## src/hdl/rsb_pkg.sv

```systemverilog
// ----------------------------------------------------------------------------
// Reconnect supervisor package
// Payload types, phase and command codes and register defaults.
// ----------------------------------------------------------------------------
package rsb_pkg;

  localparam int unsigned TimerBitsDef = 12;
  localparam int unsigned RegW         = 12;
  localparam int unsigned CfgIdxW      = 2;

  localparam logic [RegW-1:0] SettleReset = 12'd60;
  localparam logic [RegW-1:0] BaseReset   = 12'd5;
  localparam logic [RegW-1:0] MaxReset    = 12'd300;

  typedef enum logic [CfgIdxW-1:0] {
    REG_SETTLE = 2'd0,
    REG_BASE   = 2'd1,
    REG_MAX    = 2'd2
  } reg_idx_e;

  typedef enum logic [1:0] {
    KIND_TICK = 2'd0,
    KIND_ADDR = 2'd1,
    KIND_LINK = 2'd2
  } kind_e;

  typedef enum logic [1:0] {
    CMD_NONE  = 2'd0,
    CMD_JOIN  = 2'd1,
    CMD_LEAVE = 2'd2
  } cmd_e;

  localparam logic [2:0] PHC_WAIT    = 3'd0;
  localparam logic [2:0] PHC_SETTLE  = 3'd1;
  localparam logic [2:0] PHC_CONN    = 3'd2;
  localparam logic [2:0] PHC_LOST    = 3'd3;
  localparam logic [2:0] PHC_BACKOFF = 3'd4;

  typedef enum logic [4:0] {
    PH_WAIT    = 5'b00001,
    PH_SETTLE  = 5'b00010,
    PH_CONN    = 5'b00100,
    PH_LOST    = 5'b01000,
    PH_BACKOFF = 5'b10000
  } phase_e;

  typedef struct packed {
    logic [1:0] kind;
    logic       session_up;
  } in_item_t;

  typedef struct packed {
    logic [1:0]      command;
    logic [2:0]      phase_code;
    logic [RegW-1:0] delay_now;
  } out_item_t;

  function automatic logic [2:0] phase_code_f(phase_e ph);
    logic [2:0] code;
    unique case (ph)
      PH_SETTLE:  code = PHC_SETTLE;
      PH_CONN:    code = PHC_CONN;
      PH_LOST:    code = PHC_LOST;
      PH_BACKOFF: code = PHC_BACKOFF;
      default:    code = PHC_WAIT;
    endcase
    return code;
  endfunction

endpackage

```

## src/hdl/reconnect_supervisor_backoff.sv

```systemverilog
// ----------------------------------------------------------------------------
// Reconnect supervisor with capped exponential backoff
// Tick-driven session supervisor issuing join and leave commands.
// ----------------------------------------------------------------------------
//  Channel  | Direction | Handshake              | Payload
//  in       | input     | in_valid_i / in_stall_o | in_data_i  (kind, session_up)
//  out      | output    | out_valid_o / out_stall_i | out_data_o (command, phase, delay)
//  cfg      | input     | cfg_valid_i / cfg_ready_o | cfg_index_i, cfg_data_i
//
// One item per cycle while in_stall_o is low: the whole phase update is a
// single compare-and-select step on the state registers, done in the cycle
// the item transfers. The result is registered in the output register, or in
// the skid entry while the output is stalled; this two-entry buffer lets one
// more item in while a result is stalled. Reset restores the register defaults
// and the wait-network phase. Config writes are always accepted and registered.
// ----------------------------------------------------------------------------
module reconnect_supervisor_backoff #(
  parameter int unsigned TIMER_BITS = rsb_pkg::TimerBitsDef
) (
  input  logic                           clk_i,
  input  logic                           rst_ni,
  input  logic                           in_valid_i,
  output logic                           in_stall_o,
  input  rsb_pkg::in_item_t              in_data_i,
  output logic                           out_valid_o,
  input  logic                           out_stall_i,
  output rsb_pkg::out_item_t             out_data_o,
  input  logic                           cfg_valid_i,
  output logic                           cfg_ready_o,
  input  logic [rsb_pkg::CfgIdxW-1:0]    cfg_index_i,
  input  logic [rsb_pkg::RegW-1:0]       cfg_data_i
);
  import rsb_pkg::*;

  localparam int unsigned CmpW = ((TIMER_BITS > RegW) ? TIMER_BITS : RegW) + 1;
  localparam logic [CmpW-1:0] TimerMax = CmpW'((1 << TIMER_BITS) - 1);

  logic [RegW-1:0]       settle_q, base_q, max_q;
  phase_e                phase_q, phase_d;
  logic [TIMER_BITS-1:0] tick_q, tick_d;
  logic [RegW:0]         next_q, next_d;
  logic [RegW-1:0]       active_q, active_d;
  logic                  netup_q, netup_d;
  logic                  wake_q, wake_d;

  out_item_t out_q, skid_q, res;
  logic      out_valid_q, skid_valid_q;
  logic      acc, take;
  cmd_e      cmd;

  logic [CmpW-1:0] count_inc, settle_lim, active_lim;
  logic            settle_hit, active_hit;
  logic [RegW:0]   max_ext;

  assign cfg_ready_o = 1'b1;
  assign in_stall_o  = skid_valid_q;
  assign acc         = in_valid_i & ~skid_valid_q;
  assign take        = out_valid_q & ~out_stall_i;
  assign out_valid_o = out_valid_q;
  assign out_data_o  = out_q;

  always_ff @(posedge clk_i or negedge rst_ni) begin
    if (!rst_ni) begin
      settle_q <= SettleReset;
      base_q   <= BaseReset;
      max_q    <= MaxReset;
    end else if (cfg_valid_i) begin
      unique case (cfg_index_i)
        REG_SETTLE: settle_q <= cfg_data_i;
        REG_BASE:   base_q   <= cfg_data_i;
        REG_MAX:    max_q    <= cfg_data_i;
        default: ;
      endcase
    end
  end

  // Limits above the timer range act as the saturated timer value.
  always_comb begin
    count_inc  = CmpW'(tick_q) + CmpW'(1);
    settle_lim = (CmpW'(settle_q) > TimerMax) ? TimerMax : CmpW'(settle_q);
    active_lim = (CmpW'(active_q) > TimerMax) ? TimerMax : CmpW'(active_q);
    settle_hit = count_inc >= settle_lim;
    active_hit = count_inc >= active_lim;
    max_ext    = {1'b0, max_q};
  end

  always_comb begin
    phase_d  = phase_q;
    tick_d   = tick_q;
    next_d   = next_q;
    active_d = active_q;
    netup_d  = netup_q;
    wake_d   = wake_q;
    cmd      = CMD_NONE;
    if (acc) begin
      unique case (in_data_i.kind)
        KIND_ADDR: begin
          netup_d = 1'b1;
          wake_d  = 1'b1;
        end
        KIND_LINK: netup_d = 1'b1;
        KIND_TICK: begin
          unique case (phase_q)
            PH_SETTLE, PH_LOST: begin
              if (in_data_i.session_up) begin
                tick_d = '0;
                if (phase_q == PH_SETTLE) begin
                  next_d  = {1'b0, base_q};
                  phase_d = PH_CONN;
                end else if (netup_q) begin
                  phase_d = PH_SETTLE;
                  cmd     = CMD_JOIN;
                end else begin
                  phase_d = PH_WAIT;
                end
              end else if (settle_hit) begin
                // Failed cycle: pick the capped delay, then double for next time while below the maximum.
                active_d = (next_q > max_ext) ? max_q : next_q[RegW-1:0];
                if (next_q < max_ext) begin
                  next_d = {next_q[RegW-1:0], 1'b0};
                end
                tick_d  = '0;
                phase_d = PH_BACKOFF;
                cmd     = CMD_LEAVE;
              end else if (tick_q != '1) begin
                tick_d = tick_q + 1'b1;
              end
            end
            PH_CONN: begin
              if (!in_data_i.session_up) begin
                phase_d = PH_LOST;
                tick_d  = '0;
              end
            end
            PH_BACKOFF: begin
              if (wake_q || active_hit) begin
                wake_d = 1'b0;
                tick_d = '0;
                if (netup_q) begin
                  phase_d = PH_SETTLE;
                  cmd     = CMD_JOIN;
                end else begin
                  phase_d = PH_WAIT;
                end
              end else if (tick_q != '1) begin
                tick_d = tick_q + 1'b1;
              end
            end
            default: begin
              if (netup_q) begin
                tick_d  = '0;
                phase_d = PH_SETTLE;
                cmd     = CMD_JOIN;
              end
            end
          endcase
        end
        default: ;
      endcase
    end
    res.command    = cmd;
    res.phase_code = phase_code_f(phase_d);
    res.delay_now  = active_d;
  end

  always_ff @(posedge clk_i or negedge rst_ni) begin
    if (!rst_ni) begin
      phase_q  <= PH_WAIT;
      tick_q   <= '0;
      next_q   <= {1'b0, BaseReset};
      active_q <= '0;
      netup_q  <= 1'b0;
      wake_q   <= 1'b0;
    end else begin
      phase_q  <= phase_d;
      tick_q   <= tick_d;
      next_q   <= next_d;
      active_q <= active_d;
      netup_q  <= netup_d;
      wake_q   <= wake_d;
    end
  end

  // The skid entry fills only when a result arrives while the output is stalled.
  always_ff @(posedge clk_i or negedge rst_ni) begin
    if (!rst_ni) begin
      out_valid_q  <= 1'b0;
      skid_valid_q <= 1'b0;
    end else if (!out_valid_q || take) begin
      out_valid_q  <= skid_valid_q | acc;
      skid_valid_q <= 1'b0;
    end else if (acc) begin
      skid_valid_q <= 1'b1;
    end
  end

  always_ff @(posedge clk_i) begin
    if (!out_valid_q || take) begin
      out_q <= skid_valid_q ? skid_q : res;
    end else if (acc) begin
      skid_q <= res;
    end
  end

endmodule

```

## config.mk

```make
export PLATFORM = sky130hd
export DESIGN_NAME = reconnect_supervisor_backoff
export DESIGN_NICKNAME = d
export VERILOG_FILES = /design/src/hdl/rsb_pkg.sv /design/src/hdl/reconnect_supervisor_backoff.sv
export SDC_FILE = /design/constraint.sdc
export NUM_CORES = 1
export LEC_CHECK = 0
export ABC_CLOCK_PERIOD_IN_PS = 3300
export BUFFER_PORTS_ARGS = -buffer_cell sky130_fd_sc_hd__clkbuf_2
export CORE_UTILIZATION = 55
export DETAILED_ROUTE_END_ITERATION = 16
export GPL_TIMING_DRIVEN = 0
export PLACE_DENSITY_LB_ADDON = 0.12
export SYNTH_ARGS = -nofsm -noshare
export SYNTH_HDL_FRONTEND = slang
export SYNTH_SLANG_ARGS = --single-unit
```

## constraint.sdc

```tcl
create_clock -name clk_i -period 3.3 [get_ports clk_i]
set_input_delay 0.66 -clock clk_i [delete_from_list [all_inputs] [get_ports clk_i]]
set_output_delay 0.66 -clock clk_i [all_outputs]
set_load 0.05 [all_outputs]
```

# Word level (Yosys, flattened, before mapping)
# Cells that the tools add are included.
dict set report word_totals {
  out_inout_bits 20
  regBits 116
  elab_cells 108
  input_bits 22
}
dict set report classes {
  n_bitwise 6
  n_eq_ne 17
  add_sub_neg 2
  order_cmp 4
  n_mux 42
  n_reduce_logical 20
}
# operator count
set op_table {}
lappend op_table {{12-bit two-way mux} 12}
lappend op_table {{13-bit two-way mux} 4}
lappend op_table {{12-bit case mux with 3 select lines} 1}
lappend op_table {{5-bit two-way mux} 7}
lappend op_table {{13-bit by 12-bit >= comparator with 1-bit output} 2}
lappend op_table {{17-bit two-way mux} 1}
lappend op_table {{5-bit case mux with 3 select lines} 1}
lappend op_table {{12-bit by 1-bit adder with 13-bit output (second input constant)} 1}
lappend op_table {{13-bit by 12-bit > comparator with 1-bit output} 1}
lappend op_table {{13-bit by 12-bit < comparator with 1-bit output} 1}
lappend op_table {{12-bit by 1-bit adder with 12-bit output (second input constant)} 1}
lappend op_table {{12-bit != test (second input constant)} 1}
lappend op_table {{3-bit case mux with 4 select lines} 1}
lappend op_table {{5-bit by 2-bit == test with 1-bit output (second input constant)} 2}
lappend op_table {{5-bit by 3-bit == test with 1-bit output (second input constant)} 2}
lappend op_table {{5-bit by 4-bit == test with 1-bit output (second input constant)} 2}
lappend op_table {{5-bit == test (second input constant)} 2}
lappend op_table {{2-bit two-way mux} 5}
lappend op_table {{2-bit AND reduction} 5}
lappend op_table {{4-bit AND reduction} 2}
lappend op_table {{2-bit nonzero test} 4}
lappend op_table {{1-bit two-way mux} 7}
lappend op_table {{2-bit != test (second input constant)} 3}
lappend op_table {{2-bit case mux with 3 select lines} 1}
lappend op_table {{14 further kinds} 22}

# Logic depth before layout (Yosys ltp)
# Gate-level depths: netlist of run 1.
dict set report depth {
  ltp_word 10
  mapped_depth 16
  depth_no_buf 15
}

# Worst setup path before layout of run 1
# No wires, ideal clock.
dict set report synth_timing {
  path_kind {register -> register}
  start {reg tick_q[0]}
  end {reg out_q, in the netlist out_data_o[14], data pin}
  required_time_ns 3.135
  t_arrival_ns 3.419
  setup_slack_ns -0.284
  path_stages_with_launch 14
  cell_sequence {dfrtp_1 > ha_1 > nand3_2 > nor3_1 > and3_1 > xor2_1 > ha_1 > a21o_1 > a211oi_1 > o211ai_1 > or2_2 > o311ai_2 > or4b_1 > o31ai_2}
}
dict set report synth_via {
  elab_chain_len 10
  elab_cells_between_ends 16
}
# element line_no
set synth_rtl {}
lappend synth_rtl {{start, declared} reconnect_supervisor_backoff.sv:40} ;# logic [TIMER_BITS-1:0] tick_q, tick_d;
lappend synth_rtl {{start signal, assigned} reconnect_supervisor_backoff.sv:176} ;# tick_q <= tick_d;
lappend synth_rtl {{12-bit by 1-bit adder with 13-bit output (*)} reconnect_supervisor_backoff.sv:79} ;# count_inc = CmpW'(tick_q) + CmpW'(1);
lappend synth_rtl {{13-bit by 12-bit >= comparator with 1-bit output, on equally long branches} {reconnect_supervisor_backoff.sv:82, reconnect_supervisor_backoff.sv:83}}
lappend synth_rtl {{5-bit two-way mux / 1-bit logical OR (equally long branches)} {reconnect_supervisor_backoff.sv:116, reconnect_supervisor_backoff.sv:136}}
lappend synth_rtl {{5-bit two-way mux, on equally long branches} {reconnect_supervisor_backoff.sv:105, reconnect_supervisor_backoff.sv:136}}
lappend synth_rtl {{5-bit case mux with 3 select lines (*)} reconnect_supervisor_backoff.sv:103} ;# unique case (phase_q)
lappend synth_rtl {{5-bit two-way mux (*)} reconnect_supervisor_backoff.sv:96} ;# unique case (in_data_i.kind)
lappend synth_rtl {{5-bit two-way mux (*)} reconnect_supervisor_backoff.sv:95} ;# if (acc) begin
lappend synth_rtl {{named net phase_d[4]} reconnect_supervisor_backoff.sv:39} ;# phase_e phase_q, phase_d;
lappend synth_rtl {{5-bit == test (tied with other cells)} rsb_pkg.sv:60} ;# unique case (ph)
lappend synth_rtl {{3-bit case mux with 4 select lines (*)} rsb_pkg.sv:60}
lappend synth_rtl {{17-bit two-way mux (*)} reconnect_supervisor_backoff.sv:199} ;# out_q <= skid_valid_q ? skid_q : res;
lappend synth_rtl {{end signal, assigned} reconnect_supervisor_backoff.sv:199}
lappend synth_rtl {{end, declared} reconnect_supervisor_backoff.sv:46} ;# out_item_t out_q, skid_q, res;
# The timed path passes the listed nets; every way through them passes the cells marked *.
# A chain may end at the register's enable or synchronous reset.

# Worst setup path after layout of run 1
dict set report layout_timing {
  start {reg tick_q[1]}
  end {reg out_q, in the netlist out_data_o[14], data pin}
}
# Same word-level chain as after synthesis.

==> results of run 1 <==
-- how the worst max path moves through the flow --
stage                   start             end  slack, ns  cells past startpoint
finish              tick_q[1]  out_data_o[14]      -0.35                     13
global route        tick_q[1]  out_data_o[14]      -0.43                     13
CTS                 tick_q[1]  out_data_o[14]      -0.23                     13
detailed placement  tick_q[0]       skid_q[5]      -0.83                     15
global placement    tick_q[0]       skid_q[8]      -0.76                     15
floorplan           tick_q[0]  out_data_o[14]      -0.04                     13
-- repair_timing --
action,4_1_cts,5_1_grt
resized for setup,105,16
cloned,3,0
setup buffers,33,9
setup endpoints to repair,73,70
hold endpoints to repair,0,0
pin swaps,16,24
-- per-layer routing --
layer | part of all wire (%) | wire (um) | GRT usage (%)
met4 | 3.4 | 553 | 15.17
met1 | 43 | 6951 | 39.05
met3 | 4.8 | 780 | 5.690
met2 | 49 | 7887 | 48.66
met5 | 0 | 0 | 0
-- final cells by class --
cell class	count	area share, %
timing repair buffer	84	8.456
buffer	19	1.586
inverter	41	2.005
clock inverter	15	2.223
clock buffer	17	5.145
tap	140	2.176
multi-input combinational	375	40.00
sequential	116	38.41
-- state kept, by name, summed over array words and instances (netlist names), 5 cells and up --
signal,count
base_q,12
next_q,13
out_data_o,17
phase_q,5
max_q,12
tick_q,12
active_q,12
settle_q,12
skid_q,17
-- power by group through the flow --
stage                     registers [mW]  clock network (mW)  logic, mW
after floorplan                     1.96                   0      0.815
after global placement              1.90                   0       1.18
after detailed placement            1.91                   0       1.21
after CTS                           1.88                1.87       1.41
after global routing                1.91                1.94       1.65
final                               1.89                1.87       1.52
-- cells by family (layout without fill, tap and decap cells) --
family          count (synthesis)  count (layout)  synth area share (%)
mux                            60              60                 10.80
buf+inv                        60             176                 3.915
other cells                     1               1               0.06144
compound gates                115             115                 12.71
xor+xnor                       19              19                 2.727
simple gates                  141             141                 11.17
flops                         116             116                 50.62
fa+ha+maj                      39              39                 7.995
-- cells in the mapped netlist, types with 4 or more instances --
| cell | n |
|---|---|
| edfxtp_1 | 34 |
| xnor2_1 | 8 |
| dfstp_2 | 13 |
| xor2_1 | 11 |
| nand2_1 | 54 |
| nor3_1 | 6 |
| a21o_1 | 4 |
| nand3_1 | 12 |
| mux2_2 | 47 |
| nor2_1 | 37 |
| mux2i_1 | 13 |
| o21ai_0 | 40 |
| a21oi_1 | 26 |
| o31a_1 | 11 |
| clkbuf_1 | 9 |
| a211oi_1 | 4 |
| ha_1 | 39 |
| dfrtp_1 | 69 |
| inv_1 | 40 |
| buf_2 | 4 |
| o21a_1 | 5 |
-- metrics by stage --
step | setup TNS (ns) | instance area [um^2] | setup WS, ns | hold WS [ns] | util [%]
floorplan | -0.04244 | 6170 | -0.04244 | 0.3644 | -
global placement | -37.55 | 6540 | -0.7644 | 0.4725 | 60.33
detailed placement | -40.87 | 6573 | -0.8307 | 0.4832 | 60.63
CTS | -4.613 | 7890 | -0.2266 | 0.06697 | 72.78
global route | -16.91 | 8049 | -0.4289 | 0.08631 | 74.25
finish | -9.400 | 8049 | -0.3541 | 0.06293 | 74.25
-- worst max-delay path, delay by kind of cell, from the launching register on --
kind / cells / cell delay, ns
compound gates: 5 / 1.06
xor+xnor: 1 / 0.21
fa+ha+maj: 2 / 0.43
flops: 1 / 0.43
simple gates: 5 / 1.35
==> summary.md, run 1 <==
| Metric | Value |
|---|---|
| Crit-path most repeated cell | `ha_4` |
| Number of global-route vias before repair | `slightly below 5,000` |
| Multi-input logic area | `approximately 3200 um^2` |
| Drt pass-1 iters | `5` |
| Starting Density | `~56%` |
| Internal | `roughly 3.5 mW` |
| Horiz. Die Dim | `107.3 um` |
| Status | `finished with violations` |
| Remaining Overflow, GRT | `0` |
| Num rows | `38` |
| Worst-path cell chain | `ha_4 > nand3_4 > nor3_4 > and3_4 > xor2_4 > ha_4 > a21o_1 > a211oi_2 > o211ai_1 > or2_4 > o311ai_4 > or4b_4 > o31ai_4` |
| Leak | `3.559 nW` |
| FF-to-FF path depth | `13` |
| Post-synth cell types | `61` |
| Clk_skew | `approximately 0.012 ns` |
| P per Cell Area | `approximately 660 nW/um^2` |
| CP startpoint kind | `flop` |
| Post-synth top area share | `between 20% and 30%` |
| Switch Pwr | `around 1.7 mW` |
| Core Area | `roughly 11,000 um^2` |
| Critical path peak fanout | `4` |
| Final-stage net count | `715` |
| VDD IR max | `around 0.35 mV` |
| Top_reg_cell synth | `dfrtp_1` |
| EDFF count, synth | `34` |
| Total Power | `between 5 and 6 mW` |
| Most frequent cells in the layout | `67 x dfrtp_1, 54 x nand2_1, 40 x inv_1` |
| Synthesized cell area | `between 6000 and 7000 um^2` |
| DRC | `0` |
| Fin crit share | `110.7%` |
| Global-route wire length before repair | `about 26,000 um` |
| P&R area growth vs syn | `31.88%` |
| Worst min path class | `input port to async pin` |
| Final non-filler cell total | `about 810` |
| RSZ-0062 raised after global routing | `yes` |
| Clk_lat worst skew | `0.54 ns` |
| F_max | `between 0.2 and 0.3 GHz` |
| Sequential share of the synthesized area | `50.62%` |
| Overall Global Routing Usage | `just over 30%` |
| Diode count | `0` |
| Minimum clock period | `about 3.7 ns` |
| Final Hold Viols | `0` |
| Share of cells above drive strength 1 | `approximately 38%` |
| RR Startpoint | `tick_q[1]` |
| Initial antenna violation count | `0` |
| Clk slew on worst S/H paths | `around 0.060 ns` |
| PortBufs | `39` |
| Drt wl/cell | `20.04 um` |
| Worst path slowest cell | `or4b_4` |
| Most common cell after layout, fill and taps aside | `dfrtp_1` |
| Clock share of power | `a little over a third` |
| CTS Buffer Depth | `2` |
| Critical path data arrival time | `about 4 ns` |
| Mapped Cells | `551` |
| Crit Path Category | `flop to flop` |
| Dominant cells by area after synthesis | `dfrtp_1 28%, edfxtp_1 17%, mux2_2 8.7%, ha_1 8.0%, dfstp_2 5.6%` |
| Mean post-synth cell area | `roughly 11 um^2` |
| YS warnings | `0` |
| R2R Setup Slk | `-0.35 ns` |
| Sequential Power Share | `a little over a third` |
| Async SR Flop Fraction | `70.69%` |
| Fill cells | `approximately 680` |
| Least-Margin Pin Slew | `just under 1 ns` |
| Setup-failing EPs final | `66` |
| Via count | `a little under 5,000` |
| Root Buffer | `clkbuf_8` |
| Cell taking the most area after synthesis | `dfrtp_1` |
| Slew Limit Fails | `0` |
| Violated checks | `setup timing` |
| Comb power frac | `between 20% and 30%` |
| CP endpoint kind | `flop` |
| FF+latch area | `between 3000 and 4000 um^2` |
| Final WS setup | `-0.3541 ns` |
| Dpl cells | `approximately 730` |
| Syn Nets | `612` |
| Sw Ratio | `~33%` |
| Remaining antenna violation count after routing | `0` |
| Slew HR | `between 30% and 40%` |
| Worst R2R End | `out_data_o[14]` |
| Post-Route WL | `about 16,000 um` |
| Chip height | `between 100 and 150 um` |
| Top-Level Pins | `42` |
| GP Congestion | `~0.85` |
| Post-CTS Hold Buffers | `0` |
| #FFs+latches synth | `about 120` |
| Largest net degree at the start of global routing | `approximately 60` |
| TritonCTS buffer count | `17` |
| Via density | `about 6.0` |
| Critical Path RT | `3.67 ns` |
| H-tree depth | `4` |
| CP peak stage delay | `between 0.5 and 0.6 ns` |
| CTS tree | `done` |
| Die ar. | `around 12,000 um^2` |
| DR iter-0 viols | `276` |
| Sink Count | `116` |
| Post-DP HPWL | `9661 um` |
| Max-Cap Viols | `0` |
Power figures use the tool's default switching activity.
==> run 2: changes to the inputs <==
--- a/config.mk
+++ b/config.mk
@@ -5,9 +5,9 @@
 export SDC_FILE = /design/constraint.sdc
 export NUM_CORES = 1
 export LEC_CHECK = 0
-export ABC_CLOCK_PERIOD_IN_PS = 3300
+export ABC_CLOCK_PERIOD_IN_PS = 4400
 export BUFFER_PORTS_ARGS = -buffer_cell sky130_fd_sc_hd__clkbuf_2
-export CORE_UTILIZATION = 55
+export CORE_UTILIZATION = 60
 export DETAILED_ROUTE_END_ITERATION = 16
 export GPL_TIMING_DRIVEN = 0
 export PLACE_DENSITY_LB_ADDON = 0.12
==> constraint.sdc (replaced) <==
create_clock -name clk_i -period 4.4 [get_ports clk_i]
set_input_delay 0.88 -clock clk_i [delete_from_list [all_inputs] [get_ports clk_i]]
set_output_delay 0.88 -clock clk_i [all_outputs]
set_load 0.05 [all_outputs]
==> summary.md, run 2 (synthesized netlist as in run 1, its figures left out) <==
| Metric | Value |
|---|---|
| Root Buffer | `clkbuf_8` |
| Critical path peak fanout | `5 (+1)` |
| Via count | `4,423 (-7.9%)` |
| Hold slack | `0.3133 ns (+0.2503 ns)` |
| Remaining Overflow, GRT | `0 (unchanged)` |
| Met3 GRT Util | `6.441% (+0.75 points)` |
| Leak | `3.152 nW (-11%)` |
| Status | `finished clean` |
| CP startpoint kind | `flop` |
| Final instance area | `7089 um^2 (-12%)` |
| Critical path data arrival time | `4.55 ns (+0.53 ns)` |
| TritonCTS buffer count | `17 (unchanged)` |
| Initial antenna violation count | `0 (unchanged)` |
| Top-Level Pins | `42 (unchanged)` |
| Clk slew on worst S/H paths | `0.06 ns (about the same)` |
| DRC | `0 (unchanged)` |
| Via density | `5.851 (-1.7%)` |
| Horiz. Die Dim | `102.9 um (-4.2%)` |
| Critical Path RT | `4.75 ns (+1.08 ns)` |
| DR iter-0 viols | `160 (-42%)` |
| P&R area growth vs syn | `16.15%` |
| Final-stage net count | `671 (-6.2%)` |
| Post-Route WL | `13,360 um (-17%)` |
| GP Congestion | `0.8513 (+0.65%)` |
| Slew HR | `39.16% (+4.7 points)` |
| Setup-failing EPs final | `0 (-100%)` |
| Global-route wire length before repair | `21,890 um (-15%)` |
| Die ar. | `10,580 um^2 (-8.2%)` |
| Drt wl/cell | `17.67 um (-12%)` |
| H-tree depth | `4 (unchanged)` |
| Sink Count | `116 (unchanged)` |
| Setup_tns | `0 ns (+9.400 ns)` |
| Clk_lat worst skew | `0.52 ns (-0.02 ns)` |
| CTS tree | `done` |
| P per Cell Area | `511.5 nW/um^2 (-22%)` |
| Remaining antenna violation count after routing | `0 (unchanged)` |
| F_max | `0.2377 GHz (-13%)` |
| CTS Buffer Depth | `2 (unchanged)` |
| Minimum clock period | `4.207 ns (+0.5530 ns)` |
| Chip height | `102.9 um (-4.2%)` |
| Most frequent cells in the layout | `69 x dfrtp_1, 54 x nand2_1, 47 x mux2_2` |
| Drt pass-1 iters | `5 (unchanged)` |
| Number of global-route vias before repair | `4,360 (-10%)` |
| FF-to-FF path depth | `13 (unchanged)` |
| Worst min path class | `input port to async pin` |
| Num rows | `36 (-5.3%)` |
| Share of cells above drive strength 1 | `25.36% (-13 points)` |
| Final Hold Viols | `0 (unchanged)` |
| Slew Limit Fails | `0 (unchanged)` |
| Post-DP HPWL | `9582 um (-0.81%)` |
| Met1 Usage GRT | `37.81% (-1.2 points)` |
| CP endpoint kind | `flop` |
| Least-Margin Pin Slew | `0.9116 ns (-0.06991 ns)` |
| Cell area after placement | `6497 um^2 (-1.1%)` |
| Diode count | `0 (unchanged)` |
| Max-Cap Viols | `0 (unchanged)` |
| Grt peak-use layer | `met2` |
| Overall Global Routing Usage | `28.13% (-2.1 points)` |
| Most common cell after layout, fill and taps aside | `dfrtp_1` |
| Fin crit share | `95.62% (-15 points)` |
| Fill cells | `718 (+5.7%)` |
| VDD IR max | `0.2944 mV (-16%)` |
| Starting Density | `62.16% (+5.9 points)` |
| Core Area | `9819 um^2 (-9.4%)` |
| Met2 GRT Util | `45.08% (-3.6 points)` |
| Crit Path Category | `flop to flop` |
| PortBufs | `39 (unchanged)` |
| Largest net degree at the start of global routing | `59 (unchanged)` |
| RSZ-0062 raised after global routing | `no` |
| Clk_skew | `0.007167 ns (-0.004406 ns)` |
[run 2: cell count changes in the layout (fill, tap and decap cells not counted), moves of 11 or more]
cell | previous run | this run
a21oi_1 | 11 | 25
a21oi_2 | 14 | 1
buf_4 | 27 | 2
buf_6 | 14 | 0
mux2_2 | 35 | 47
mux2_4 | 12 | 0
o21ai_0 | 27 | 40
o21ai_1 | 12 | 1
[run 2: worst paths after layout]
kind	start	end	slack, ns
max	tick_q[0]	out_data_o[14]	0.19
min	rst_ni	active_q[9]	0.31
min reg2reg	base_q[0]	next_q[0]	0.48
max in group asynchronous	rst_ni	base_q[2]	3.42
max reg2reg	tick_q[0]	out_data_o[14]	0.19
min in group clk_i	base_q[0]	next_q[0]	0.48
[run 2: metrics by stage]
stage / setup WS (ns) / utilization, % / cells / power, mW
2_1_floorplan: 0.8165 / - / 551 / 2.064
3_3_place_gp: 0.1978 / 65.84 / 723 / 2.278
3_5_place_dp: 0.1292 / 66.17 / 724 / 2.319
4_1_cts: 0.06180 / 71.93 / 756 / 3.624
5_1_grt: 0.005541 / 72.20 / 756 / 3.797
6_report: 0.1929 / 72.20 / 756 / 3.626
[run 2: area by class of cell]
class	count	area, um^2	area share, %
plain buffers	19	85.08	1.200
clock buffers	24	493.0	6.954
clock inverters	8	72.57	1.024
inverters	41	153.9	2.171
multi-input cells	375	2804	39.55
flip-flops and latches	116	3089	43.58
well taps	133	166.4	2.347
repair buffers	40	225.2	3.177
[run 2: critical path, cell delays in order, from the launching register on]
cell and delay [ns]:
dfrtp_1 0.51, ha_1 0.28, nand3_2 0.16, nor3_2 0.28
and3_1 0.24, xor2_2 0.27, ha_1 0.31, a21o_1 0.17
a211oi_1 0.29, o211ai_1 0.17, or2_2 0.33, o311ai_2 0.30
or4b_1 0.54, o31ai_2 0.19
[run 2: metal layers]
metal | vias to the layer above | part of all wire, %
met5 | - | 0
li1 | 2088 | -
met2 | 132 | 48
met4 | 0 | 1.7
met1 | 2186 | 45
met3 | 17 | 4.9
[run 2: report_power, final]
| part | leakage [nW] | switching, mW | internal (mW) |
|---|---|---|---|
| Sequential | 1.36 | 0.119 | 1.30 |
| Clock | 0.271 | 0.475 | 0.826 |
| Combinational | 1.52 | 0.539 | 0.371 |
| Total | 3.15 | 1.13 | 2.49 |
[run 2: what timing repair did]
| action | CTS | global route |
|---|---|---|
| hold buffers | 0 | 0 |
| buffers inserted | 0 | 0 |
| gates resized for setup | 0 | 5 |
| setup endpoints to repair | 0 | 44 |
==> run 3: changes to the inputs <==
--- a/config.mk
+++ b/config.mk
@@ -10,7 +10,7 @@
 export CORE_UTILIZATION = 60
 export DETAILED_ROUTE_END_ITERATION = 16
 export GPL_TIMING_DRIVEN = 0
-export PLACE_DENSITY_LB_ADDON = 0.12
+export PLACE_DENSITY = 0.88
 export SYNTH_ARGS = -nofsm -noshare
 export SYNTH_HDL_FRONTEND = slang
 export SYNTH_SLANG_ARGS = --single-unit
==> summary.md, run 3 (synthesized netlist as in run 1, its figures left out) <==
| Metric | Value |
|---|---|
| Postcts setup bufs | `0 (unchanged)` |
| CP startpoint kind | `flop` |
| Fin crit share | `94.35% (-1.3 points)` |
| Cell area after placement | `6495 um^2 (about the same)` |
| Critical path peak fanout | `10 (+5)` |
| PortBufs | `39 (unchanged)` |
| Clk_skew | `0.008444 ns (+0.001276 ns)` |
| Horiz. Die Dim | `102.9 um (unchanged)` |
| RR Startpoint | `tick_q[0]` |
| Sink Count | `116 (unchanged)` |
| CTS Buffer Depth | `2 (unchanged)` |
| Clk slew on worst S/H paths | `0.06 ns (about the same)` |
| Post-Route WL | `13,990 um (+4.8%)` |
| DRC | `0 (unchanged)` |
| Setup-failing EPs final | `0 (unchanged)` |
| Top-Level Pins | `42 (unchanged)` |
| Final-stage net count | `672 (+0.15%)` |
| TritonCTS buffer count | `17 (unchanged)` |
| Final instance area | `7099 um^2 (+0.14%)` |
| Multi-input logic area | `2784 um^2 (-0.71%)` |
| Number of global-route vias before repair | `4,636 (+6.3%)` |
| Global-route wire length before repair | `22,800 um (+4.2%)` |
| Remaining antenna violation count after routing | `0 (unchanged)` |
| Starting Density | `62.16% (unchanged)` |
| Via density | `5.978 (+2.2%)` |
| Crit Path Category | `flop to flop` |
| Worst Setup EP | `skid_q[3]` |
| Die ar. | `10,580 um^2 (unchanged)` |
| Post-DP HPWL | `9880 um (+3.1%)` |
| CP endpoint kind | `flop` |
| H-tree depth | `4 (unchanged)` |
| P&R area growth vs syn | `16.32%` |
| Root Buffer | `clkbuf_8` |
| R2R Setup Slk | `0.25 ns (+0.06 ns)` |
| DR iter-0 viols | `301 (+88%)` |
| Status | `finished clean` |
| CTS tree | `done` |
| Diode count | `0 (unchanged)` |
| Setup crit start | `tick_q[0]` |
| Worst R2R End | `skid_q[3]` |
| Drt pass-1 iters | `5 (unchanged)` |
| Remaining Overflow, GRT | `0 (unchanged)` |
| Core Area | `9819 um^2 (unchanged)` |
| Initial antenna violation count | `0 (unchanged)` |
| Leak | `3.164 nW (+0.39%)` |
| GP Congestion | `0.8808 (+3.5%)` |
| RSZ-0062 raised after global routing | `no` |
| Num rows | `36 (unchanged)` |
| Clk_lat worst skew | `0.52 ns (about the same)` |
| FF-to-FF path depth | `15 (+2)` |
| Most frequent cells in the layout | `69 x dfrtp_1, 54 x nand2_1, 47 x mux2_2` |
| Overall Global Routing Usage | `29.55% (+1.4 points)` |
| Most common cell after layout, fill and taps aside | `dfrtp_1` |
| Via count | `4,525 (+2.3%)` |
| Final Hold Viols | `0 (unchanged)` |
| Drt wl/cell | `18.48 um (+4.6%)` |
| P per Cell Area | `522.9 nW/um^2 (+2.2%)` |
| Largest net degree at the start of global routing | `46 (-22%)` |
| Fill cells | `647 (-9.9%)` |
| Setup_tns | `0 ns (unchanged)` |
| Minimum clock period | `4.151 ns (-0.05560 ns)` |
| Slew HR | `30.72% (-8.4 points)` |
| F_max | `0.2409 GHz (+1.3%)` |
| Chip height | `102.9 um (unchanged)` |
| VDD IR max | `0.2974 mV (+1.0%)` |
| Critical Path RT | `4.65 ns (-0.10 ns)` |
| Slew Limit Fails | `0 (unchanged)` |
| Share of cells above drive strength 1 | `25.48% (+0.12 points)` |
| Max-Cap Viols | `0 (unchanged)` |
| Critical path data arrival time | `4.40 ns (-0.15 ns)` |
| Worst min path class | `input port to async pin` |
| Least-Margin Pin Slew | `1.035 ns (+0.1238 ns)` |
| FF+latch area | `3089 um^2 (unchanged)` |
==> run 3: changes by cell type in the layout (fill, tap and decap cells not counted), sizes merged <==
cell	previous run	this run
clkbuf	73	71
clkinvlp	3	2
inv	41	45
==> run 3: layout make-up <==
| type | instances | area share (%) |
|---|---|---|
| Sequential cell | 116 | 43.51 |
| Multi-Input combinational cell | 375 | 39.21 |
| Clock buffer | 21 | 6.785 |
| Timing Repair Buffer | 41 | 3.172 |
| Tap cell | 133 | 2.344 |
| Inverter | 41 | 2.168 |
| Clock inverter | 11 | 1.586 |
| Buffer | 19 | 1.216 |
==> run 3: repair_timing <==
| item | CTS | global route |
|---|---|---|
| gates resized for setup | 0 | 3 |
| hold buffers | 0 | 0 |
| setup endpoints to repair | 0 | 25 |
==> run 3: how the worst min path moves through the flow <==
stage | from | endpoint | slack, ns
after floorplan | netup_q | phase_q[0] | 0.44
after global placement | base_q[0] | next_q[0] | 0.47
after detailed placement | netup_q | phase_q[0] | 0.49
after CTS | rst_ni | phase_q[4] | 0.36
after global routing | rst_ni | phase_q[1] | 0.38
final | rst_ni | phase_q[1] | 0.36
==> run 3: critical path, stage by stage, from the launching register on <==
cell and delay (ns):
dfrtp_1 0.50, and3_1 0.28, nand3_1 0.15, nor2_1 0.34, nand3_1 0.15, xnor2_1 0.34
ha_1 0.21, nand3_1 0.12, a2111o_1 0.30, a31oi_1 0.28, or2_2 0.21, nand3_4 0.12
inv_2 0.20, buf_2 0.26, buf_2 0.27, a21oi_1 0.13
==> run 3: layer usage <==
layer,wire (um),up-vias,global-route usage [%]
met5,0,-,0
met4,379,0,12.03
met3,800,34,7.729
met2,7044,179,49.74
met1,5768,2227,36.40
li1,-,2085,-
==> run 3: power by group <==
group | switching, mW | leakage (nW) | internal, mW
Sequential | 0.123 | 1.36 | 1.30
Clock | 0.513 | 0.286 | 0.840
Combinational | 0.567 | 1.52 | 0.374
==> run 3: per-stage QoR <==
stage | hold slack (ns) | setup slack [ns] | power, mW | std cells | utilization (%)
after global routing | 0.3834 | 0.006859 | 3.879 | 757 | 72.30
after CTS | 0.3634 | 0.1506 | 3.704 | 757 | 72.20
after floorplan | 0.4403 | 0.8165 | 2.064 | 551 | -
after global placement | 0.4727 | 0.2678 | 2.269 | 723 | 65.84
final | 0.3592 | 0.2485 | 3.712 | 757 | 72.30
after detailed placement | 0.4859 | 0.2267 | 2.332 | 725 | 66.14
